File: config.mk
export PLATFORM = sky130hd
export DESIGN_NAME = huf_ram
export DESIGN_NICKNAME = d
export VERILOG_FILES = /design/src/rtl/huf_ram.sv
export SDC_FILE = /design/constraint.sdc
export NUM_CORES = 1
export LEC_CHECK = 0
export ABC_AREA = 1
export BUFFER_PORTS_ARGS = -buffer_cell sky130_fd_sc_hd__buf_2
export CAP_MARGIN = 10
export CORE_MARGIN = 3
export CORE_UTILIZATION = 35
export DETAILED_ROUTE_END_ITERATION = 10
export SYNTH_ARGS = -nofsm -noshare
export SYNTH_HDL_FRONTEND = slang
export SYNTH_SLANG_ARGS = --single-unit
File: constraint.sdc
create_clock -name clk -period 1.1 [get_ports clk]
set_clock_uncertainty 0.05 [all_clocks]
set_input_delay 0.165 -clock clk [delete_from_list [all_inputs] [get_ports clk]]
set_output_delay 0.165 -clock clk [all_outputs]
set_load 0.05 [all_outputs]
File: src/rtl/huf_ram.sv
module huf_ram #(
  parameter int WIDTH = 8,
  parameter int DEPTH = 16
) (
  input  logic                     clk,
  input  logic                     wr_en,
  input  logic [$clog2(DEPTH)-1:0] wr_addr,
  input  logic [WIDTH-1:0]         wr_data,
  input  logic                     rd_en,
  input  logic [$clog2(DEPTH)-1:0] rd_addr,
  output logic [WIDTH-1:0]         rd_data
);

  logic [WIDTH-1:0] mem [DEPTH];

  always_ff @(posedge clk) begin
    if (wr_en) begin
      mem[wr_addr] <= wr_data;
    end
    if (rd_en) begin
      rd_data <= mem[rd_addr];
    end
  end

endmodule

* Word level (Yosys, flattened, before mapping)
Memory sizes are Yosys's and may differ from the RTL's. A register that Yosys moved wholly into a read port is not among the register bits.
Index checks and enable logic that the tools add are counted.
W data, S select, Z words.
** Word-level totals
- Register bits after elaboration :: 0
- RAM bits :: 128
- Bits of input ports :: 19
- Output and inout port bits :: 8
- Word-level logic and storage cells :: 3
- Memories kept :: 1
** Operators by class
- Mux-type cells :: 2
** Memories
- mem :: words 16, bits a word 8, read ports 1, clocked after Yosys merged registers in 1, wr ports 1, line 14 : logic [WIDTH-1:0] mem [DEPTH];
** Operator list (number)
- $mux W1 :: 2

* Logic depth before layout (Yosys ltp)
Gate-level depths: netlist of run 1.
- Depth in word-level cells :: 2
- Depth in mapped cells :: 8
- Mapped depth without buffers :: 7

* Worst setup path before layout of run 1
OpenSTA, ideal clock, no wires.
- Kind :: input port to flip-flop
- Start :: input wr_addr[3]
- End :: memory mem[4][0], enable pin
- Library setup time :: 0.370 ns
- Arrival :: 0.746 ns
- Slack :: -0.066 ns
- Cell stages on the path :: 2
- Path buffers :: 0
- Path through :: nand3b_1 -> nor2_1
** RTL lines
- start: declaration :: line 7 : input logic [$clog2(DEPTH)-1:0] wr_addr,
- end: declaration :: line 14
No word-level cell before the write port.

* Worst setup path in the final report of run 1
- Start :: register rd_data[4] (read register of mem)
- End :: output rd_data[4]
** RTL lines
- start: declaration :: line 11 : output logic [WIDTH-1:0] rd_data
No word-level cell between the ends.

==> results.md, run 1 <==
- Num CTS Buffers: 17
- NumNets Final: 626
- Tightest hold margin: roughly 0.08 ns
- Vias in the first global route: 3936
- Share of cells above drive strength 1: about 25%
- Worst-path clk slew: 0.05 ns
- Worst Slack Setup Final: -0.1621 ns
- Slowest-stage cell, CP: edfxtp_1
- Leading area contributor after synthesis: edfxtp_1
- Prevailing post-synth register cell: edfxtp_1
- Initial Util: 36.28%
- FMAX: approximately 790 MHz
- Number of H-tree levels: 4
- R2R depth: 6
- Worst Setup Start Kind: flip-flop
- Post-CTS Setup Inserts: 0
- Crit path required time: 0.88 ns
- Combinational Power Share: 8.6%
- Clock power frac: 40.4%
- Max FO, Critical Path: 1
- Unrepaired setup endpoints after global routing: true
- Tmin final: 1.262 ns
- Fraction of registers with async set/reset: 0%
- Diode count: 0
- Max incr delay on CP: 0.44 ns
- Routed Antenna Nets: 0
- Clk Tree Root Cell: clkbuf_16
- Tot Pwr: 11.55 mW
- EDFF count, synth: 136
- Crit. End Element: primary output
- Max-Cap Viols: 0
- Drt pass-1 iters: 5
- Routed vias: 3897
- Status: finished with violations
- Setup TNS: -0.7946 ns
- Core area: 16120 sq um
- GRT overflow: 0
- P_sw: 2.583 mW
- Switching part of the total power: 22.36%
- Synth area leaders: edfxtp_1 70%, nand2_1 11%, nand3_1 8.3%
- Maximum root-to-sink buffer count: 2
- TritonCTS clock tree: yes
- Synth Instances: 551
- Avg WL per Cell: 16.36 microns
- HPWL after detailed placement: 8788 microns
- Post-synthesis sequential area ratio: 69.85%
- Total clock sinks: 136
- Final RePlAce weighted congestion: 0.8809
- Largest net degree at the start of global routing: 41
- Crit-path cells: buf_6
- Pins Over Slew Limit: 0
- Final Cycle Share: 114.7%
- Hold Path Class: in2reg
- Worst hold path stage count: 1
- Total GRT Usage: 16.06%
- DIE AREA: 18290 sq um
- Count leader, synth: nand2_1
- Worst path top cell family by delay: flip-flops
- CP Buf/Inv Count: 1
- Iter 0 DRT Violations: about 380
- Area Overhead vs Synth: 24.99%
- Die X-Extent: between 100 and 150 microns
- Leakage: 3.120 nW
- CP arrival: 1.05 ns
- Sequential share of power: 50.9%
- Pint: 8.970 mW
- Row count: 46
- Worst skew pair latency: 0.41 ns
- Synth top cells by count: 173 x nand2_1, 136 x edfxtp_1, 100 x inv_1
- Slew HR: between 70 and 80%
- WL final: around 14000 microns
- Initial antenna violation count: 0
- #FFs+latches synth: 136
- Post-Syn Area: between 5000 and 6000 sq um
- DRC Markers: 0
- Post-synthesis cell type count: 11
- Syn nets: 570
- Failing checks: setup timing
- Crit path kind: reg2out
- Die Height: 135.3 microns
- Synth Area per Inst: 10.61 sq um
- VDD IR max: 1.033 mV
- Final setup violation count: 11
- Avg Vias per Cell: 4.678
- Pwr dens: 1581 nW/um^2
- Share of the synthesized area in the top cell type: 69.85%
- I/O Pins: 27
- Fin. Hold Viols: 0
- First-pass GRT wire length: 21650 microns
- Cell depth of the worst setup path: 1
- Slew @ Worst Pin: between 0.4 and 0.5 ns
- IO buf count: 26
- Filler cell count: 1501
- Ys Warns: 0
-- cell usage in the layout (no fill, tap or decap), types with 2 or more instances in the layout --
master	n
nand2_1	169
buf_12	9
nand3b_1	2
clkbuf_16	17
nand2_2	4
clkinv_2	5
nor2_1	12
nor2_2	5
buf_6	8
nand3_1	38
buf_4	26
inv_1	97
edfxtp_1	136
nand3_2	58
clkinv_1	2
inv_2	5
buf_2	18
clkbuf_1	5
-- sequential cells by signal (all words and copies together), names as in the netlist --
name / flops
mem: 128
rd_data: 8
-- layout make-up --
| type | count | area (sq um) | share of cell area (%) |
|---|---|---|---|
| repair buffers | 61 | 555.5 | 7.601 |
| clock inverters | 7 | 32.53 | 0.4451 |
| inverters | 102 | 382.9 | 5.239 |
| clock buffers | 22 | 444.2 | 6.078 |
| flip-flops and latches | 136 | 4084 | 55.88 |
| multi-input cells | 289 | 1539 | 21.06 |
| well taps | 216 | 270.3 | 3.698 |
-- power by group through the flow --
stage               combinational (mW)  sequential (mW)  clock (mW)
CTS                              0.963             5.88        4.76
global route                      1.09             5.89        4.98
global placement                 0.862             5.98           0
floorplan                        0.413             6.06           0
detailed placement               0.875             5.98           0
finish                           0.999             5.88        4.67
-- per-layer routing --
layer,vias up,wire (microns),global-route usage (%),share of wire [%]
met5,-,0,0,0
met4,0,429,7.335,3.1
met3,29,726,3.715,5.3
met2,113,6375,24.83,47
met1,1864,6098,21.63,45
li1,1891,-,-,-
-- through the flow --
stage	setup slack [ns]	util [%]	instances	cell area, sq um
finish	-0.1621	45.35	833	7308
floorplan	-0.06584	-	551	5859
detailed placement	-0.3493	40.14	804	6469
global placement	-0.3427	40.14	804	6469
global route	-0.1894	45.35	833	7308
CTS	-0.1810	44.54	833	7178
-- cells by family after synthesis --
group                  share of synthesized area (%)
AND/OR/NAND/NOR                                20.76
flip-flops                                     69.85
buffers and inverters                          9.394
-- timing repair --
| action | CTS | global route |
|---|---|---|
| setup endpoints to repair | 16 | 16 |
| gates resized for setup | 53 | 30 |
| pin swaps | 21 | 17 |
| hold buffers | 0 | 0 |
-- final timing paths --
path | startpoint | endpoint | slack [ns]
worst min-delay path | rd_en | rd_data[1] | 0.08
worst min register to register | mem[2][6] | rd_data[6] | 0.70
worst max register to register | mem[7][7] | rd_data[7] | -0.02
worst max-delay path | rd_data[4] | rd_data[4] | -0.16
Note: power is estimated with default switching activity, not from simulation.
==> run 2, diff against run 1 <==
--- a/config.mk
+++ b/config.mk
@@ -8,9 +8,12 @@
 export ABC_AREA = 1
 export BUFFER_PORTS_ARGS = -buffer_cell sky130_fd_sc_hd__buf_2
 export CAP_MARGIN = 10
+export CELL_PAD_IN_SITES_DETAIL_PLACEMENT = 0
+export CELL_PAD_IN_SITES_GLOBAL_PLACEMENT = 1
 export CORE_MARGIN = 3
 export CORE_UTILIZATION = 35
 export DETAILED_ROUTE_END_ITERATION = 10
+export PLACE_DENSITY_LB_ADDON = 0.1
 export SYNTH_ARGS = -nofsm -noshare
 export SYNTH_HDL_FRONTEND = slang
 export SYNTH_SLANG_ARGS = --single-unit
==> results.md, run 2 (synthesis results as in run 1) <==
- Cell depth of the worst setup path: 1 (unchanged)
- Avg Vias per Cell: 4.591 (-1.9%)
- Final Cycle Share: 111.8% (-2.9 points)
- Routed vias: 3820 (-2.0%)
- Total clock sinks: 136 (unchanged)
- DRC Markers: 0 (unchanged)
- Area Overhead vs Synth: 27.31%
- Clk Tree Root Cell: clkbuf_16
- VDD IR max: 1.029 mV (-0.34%)
- Pwr dens: 1744 nW/um^2 (+10%)
- Avg WL per Cell: 17.61 microns (+7.6%)
- Crit path kind: reg2out
- Worst Slack Setup Final: -0.1302 ns (+0.03188 ns)
- Number of H-tree levels: 4 (unchanged)
- Placed Cells incl. Taps: 801 (-0.37%)
- FMAX: 812.9 MHz (+2.6%)
- Slowest-stage cell, CP: edfxtp_1
- Status: finished with violations
- Largest register by flop count: mem
- IO buf count: 26 (unchanged)
- Share of cells above drive strength 1: 24.51% (-0.77 points)
- Final setup violation count: 13 (+2)
- Crit. End Element: primary output
- Setup TNS: -0.8714 ns (-0.07684 ns)
- Initial Util: 36.28% (unchanged)
- I/O Pins: 27 (unchanged)
- R2R depth: 6 (unchanged)
- DIE AREA: 18290 sq um (unchanged)
- Hold Path Class: in2reg
- Fin. Hold Viols: 0 (unchanged)
- Worst skew pair latency: 0.42 ns (about the same)
- Vias in the first global route: 3869 (-1.7%)
- CP arrival: 1.02 ns (-0.03 ns)
- Pins Over Slew Limit: 0 (unchanged)
- Max-Cap Viols: 0 (unchanged)
- Iter 0 DRT Violations: 240 (-37%)
- Diode count: 0 (unchanged)
- Post-CTS Setup Inserts: 0 (unchanged)
- Slew HR: 70.13% (-2.8 points)
- Post-route non-filler standard cell count: 832 (-0.12%)
- Num CTS Buffers: 17 (unchanged)
- Initial antenna violation count: 0 (unchanged)
- Largest net degree at the start of global routing: 48 (+17%)
- Worst-path clk slew: 0.06 ns (about the same)
- Number of flip-flops in the largest register: 128 (unchanged)
- CP Buf/Inv Count: 1 (unchanged)
- HPWL after detailed placement: 9328 microns (+6.1%)
- Top Registers: mem (128), rd_data (8)
- NumNets Final: 623 (-0.48%)
- Final RePlAce weighted congestion: 0.7792 (-12%)
- Worst Setup Start Kind: flip-flop
- Die X-Extent: 135.3 microns (unchanged)
- Worst hold path stage count: 2 (+1)
- Die Height: 135.3 microns (unchanged)
- Routed Antenna Nets: 0 (unchanged)
- Worst path top cell family by delay: flip-flops
- Leakage: 3.162 nW (+1.4%)
- Maximum root-to-sink buffer count: 2 (unchanged)
- First-pass GRT wire length: 23090 microns (+6.7%)
- Row count: 46 (unchanged)
- Drt pass-1 iters: 5 (unchanged)
- TritonCTS clock tree: yes
- Commonest non-fill, non-tap cell in the layout: nand2_1
- Max incr delay on CP: 0.42 ns (-0.02 ns)
- Tmin final: 1.230 ns (-0.03188 ns)
- GRT overflow: 0 (unchanged)
- Max FO, Critical Path: 1 (unchanged)
- WL final: 14650 microns (+7.5%)
- Core area: 16120 sq um (unchanged)
- Crit-path cells: buf_6
- Total GRT Usage: 17.33% (+1.3 points)
- Failing checks: setup timing
- Unrepaired setup endpoints after global routing: true
- Most frequent cells in the layout: 167 x nand2_1, 136 x edfxtp_1, 99 x inv_1
- Crit path required time: 0.88 ns (about the same)
- Pre-CTS WS: -0.4052 ns (-0.05588 ns)
- Slew @ Worst Pin: 0.4475 ns (+0.04255 ns)
-- run 2: changes by cell type in the layout (fill, tap and decap cells not counted), sizes merged --
cell	before	now
clkbuf	22	18
bufinv	0	5
clkinvlp	0	3
inv	102	103
clkinv	7	4
buf	61	58
-- run 2: metal layers --
layer  vias to the layer above  wire length [microns]  global-route usage, %
li1                       1886                      -                      -
met3                        17                    427                  3.343
met5                         -                      0                      0
met1                      1858                   7349                  24.48
met2                        59                   6609                  26.96
met4                         0                    263                  5.879
-- run 2: repair_timing --
action                                  4_1_cts  5_1_grt
hold buffers                                  0        0
endpoints found under the setup margin       16       16
resized for setup                            53       22
pin swaps                                    17       21
-- run 2: where the power goes --
group	switching (mW)	internal (mW)	leakage (nW)	total (mW)
clock	2.11	3.99	0.297	6.11
sequential	0.0359	5.84	1.24	5.88
combinational	0.670	0.329	1.63	0.999
-- run 2: final timing paths --
check	startpoint	to	slack, ns
max	rd_data[0]	rd_data[0]	-0.13
min	wr_data[6]	mem[11][6]	0.07
max reg2reg	mem[11][6]	rd_data[6]	-0.03
min reg2reg	mem[13][2]	rd_data[2]	0.68
-- run 2: per-stage QoR --
stage | hold slack [ns] | instance area (sq um) | utilization, % | power, mW
detailed placement | 0.5013 | 6484 | 40.23 | 6.885
finish | 0.06605 | 7443 | 46.19 | 12.98
global route | 0.06018 | 7443 | 46.19 | 13.42
global placement | 0.5003 | 6484 | 40.23 | 6.881
floorplan | 0.2139 | 5859 | - | 6.474
CTS | 0.06084 | 7348 | 45.60 | 13.07
-- run 2: cell type report --
type / count / area [sq um]
clock inverter: 13 / 202.7
clock buffer: 18 / 429.2
sequential: 136 / 4084
tap: 216 / 270.3
fill: 1510 / 8672
timing repair buffer: 58 / 570.5
multi-input combinational: 289 / 1504
inverter: 102 / 382.9
==> run 3, diff against run 2 <==
--- a/config.mk
+++ b/config.mk
@@ -5,7 +5,6 @@
 export SDC_FILE = /design/constraint.sdc
 export NUM_CORES = 1
 export LEC_CHECK = 0
-export ABC_AREA = 1
 export BUFFER_PORTS_ARGS = -buffer_cell sky130_fd_sc_hd__buf_2
 export CAP_MARGIN = 10
 export CELL_PAD_IN_SITES_DETAIL_PLACEMENT = 0
==> results.md, run 3 <==
- Die Height: 128.2 microns (-5.2%)
- Tot Pwr: 12.74 mW (-1.9%)
- Share of the synthesized area in the top cell type: 78.12% (+8.3 points)
- Final RePlAce weighted congestion: 0.6873 (-12%)
- Num CTS Buffers: 17 (unchanged)
- Pwr dens: 1847 nW/um^2 (+5.9%)
- Prevailing post-synth register cell: edfxtp_1
- Diode count: 0 (unchanged)
- Hold Path Class: in2reg
- CP arrival: 1.54 ns (+0.52 ns)
- Row count: 44 (-4.3%)
- Post-synthesis sequential area ratio: 78.12% (+8.3 points)
- Vias in the first global route: 2741 (-29%)
- Max-Cap Viols: 0 (unchanged)
- Failing checks: setup timing
- Post-Syn Area: 5228 sq um (-11%)
- WL final: 10170 microns (-31%)
- Commonest non-fill, non-tap cell in the layout: edfxtp_1
- Synth area leaders: edfxtp_1 78%, mux4_2 7.8%, mux4_1 7.0%
- Worst hold path stage count: 1 (-1)
- Largest net degree at the start of global routing: 17 (-65%)
- Syn nets: 248 (-56%)
- Largest register by flop count: mem
- Final Cycle Share: 131.7% (+20 points)
- Worst-case register-to-register setup slack: -0.35 ns (-0.32 ns)
- Fraction of registers with async set/reset: 0% (unchanged)
- Post-route non-filler standard cell count: 507 (-39%)
- EDFF count, synth: 136 (unchanged)
- Placed Cells incl. Taps: 475 (-41%)
- Worst-path clk slew: 0.06 ns (about the same)
- #FFs+latches synth: 136 (unchanged)
- Top Registers: mem (128), rd_data (8)
- DIE AREA: 16440 sq um (-10%)
- Synth Instances: 229 (-58%)
- R2R depth: 3 (-3)
- Initial antenna violation count: 0 (unchanged)
- I/O Pins: 27 (unchanged)
- Routed vias: 2491 (-35%)
- Area Overhead vs Synth: 31.91%
- Post-synthesis cell type count: 18 (+7)
- Share of cells above drive strength 1: 49.54% (+25 points)
- Pins Over Slew Limit: 0 (unchanged)
- Initial Util: 35.83% (-0.45 points)
- Synth Area per Inst: 22.83 sq um (+120%)
- Pre-CTS WS: -0.6928 ns (-0.2876 ns)
- Core area: 14590 sq um (-9.5%)
- VDD IR max: 1.083 mV (+5.2%)
- Crit path required time: 1.20 ns (+0.32 ns)
- TritonCTS clock tree: yes
- CP Launch Point: mem[10][4]
- Total clock sinks: 136 (unchanged)
- Final core utilization: 47.26% (+1.1 points)
- Drt pass-1 iters: 4 (-1)
- IO buf count: 26 (unchanged)
- Most frequent cells in the layout: 136 x edfxtp_1, 32 x mux4_2, 27 x buf_4
- Crit. End Element: flip-flop
- Leakage: 2.283 nW (-28%)
- Avg Vias per Cell: 4.913 (+7.0%)
- Unrepaired setup endpoints after global routing: true
- Final setup violation count: 16 (+3)
- Status: finished with violations
- RR Endpoint: rd_data[4]
- First-pass GRT wire length: 16040 microns (-31%)
- Worst Slack Setup Final: -0.3482 ns (-0.2180 ns)
- Routed Antenna Nets: 0 (unchanged)
- Slew HR: 43.17% (-27 points)
- Crit path kind: reg2reg
- Tmin final: 1.448 ns (+0.2180 ns)
- Max FO, Critical Path: 1 (unchanged)
- Count leader, synth: edfxtp_1
- Die X-Extent: 128.2 microns (-5.2%)
- Fin. Hold Viols: 0 (unchanged)
- NumNets Final: 329 (-47%)
- Hold Buf Count CTS: 0 (unchanged)
- Avg WL per Cell: 20.05 microns (+14%)
- HPWL after detailed placement: 7011 microns (-25%)
- DRC Markers: 0 (unchanged)
- Slew @ Worst Pin: 0.8493 ns (+0.4017 ns)
- FF-to-FF Start: mem[10][4]
- Synth top cells by count: 136 x edfxtp_1, 18 x mux4_2, 16 x a22oi_1
- Maximum root-to-sink buffer count: 2 (unchanged)
- GRT overflow: 0 (unchanged)
- Iter 0 DRT Violations: 172 (-28%)
- Ys Warns: 0 (unchanged)
- Clk Tree Root Cell: clkbuf_16
- Leading area contributor after synthesis: edfxtp_1
- FMAX: 690.5 MHz (-15%)
- Number of flip-flops in the largest register: 128 (unchanged)
- Worst skew pair latency: 0.41 ns (about the same)
- Worst Setup Start Kind: flip-flop
- Number of H-tree levels: 4 (unchanged)
- Total GRT Usage: 13.59% (-3.7 points)
- Worst setup path endpoint: rd_data[4]
==> run 3: how the worst min path moves through the flow <==
stage / startpoint / endpoint / slack, ns
global placement: rd_en / rd_data[7] / 0.51
floorplan: wr_data[0] / mem[0][0] / 0.21
detailed placement: rd_en / rd_data[7] / 0.50
CTS: rd_en / rd_data[3] / 0.07
finish: rd_en / rd_data[7] / 0.09
global route: rd_en / rd_data[7] / 0.07
==> run 3: routing by layer <==
| metal | wire [microns] | vias up | track usage (%) |
|---|---|---|---|
| met4 | 104 | 0 | 4.557 |
| met3 | 430 | 11 | 4.292 |
| met5 | 0 | - | 0 |
| li1 | - | 1132 | - |
| met1 | 4563 | 1299 | 18.15 |
| met2 | 5065 | 49 | 21.21 |
==> run 3: what timing repair did <==
item	4_1_cts	5_1_grt
resized for setup	27	1
pin swaps	3	3
setup buffers	0	0
endpoints found under the setup margin	16	16
gates cloned	0	0
==> run 3: power breakdown <==
part,internal (mW),switching [mW]
registers,5.84,0.0358
clock network,4.01,2.02
logic,0.376,0.450
total,10.2,2.51
==> run 3: kinds of logic (layout without fill, tap and decap cells) <==
logic type,Yosys count,after routing,synth area share [%]
mux,32,32,14.79
simple gates,35,35,3.136
compound gates,16,16,2.298
flops,136,136,78.12
buf+inv,10,104,1.651
==> run 3: layout make-up <==
class                      count  area, sq um
clock inverter                13        201.4
clock buffer                  19        432.9
timing repair buffer          72        763.2
sequential                   136         4084
multi-input combinational     83         1184
tap                          184        230.2
fill                        1210         7694
==> run 3: stage by stage <==
stage          hold slack, ns  TNS [ns]  cell area, sq um
2_1_floorplan          0.2139    -13.40              5336
3_3_place_gp           0.5092    -32.02              6160
3_5_place_dp           0.5019    -31.71              6160
4_1_cts               0.07365    -3.519              6890
5_1_grt               0.07037    -3.905              6895
6_report              0.09058    -3.212              6895
==> run 3: worst max-delay path, stage by stage, from the launching register on <==
cell and delay [ns]:
edfxtp_1 0.36, mux4_2 0.48, a22oi_2 0.21, nand2_1 0.09
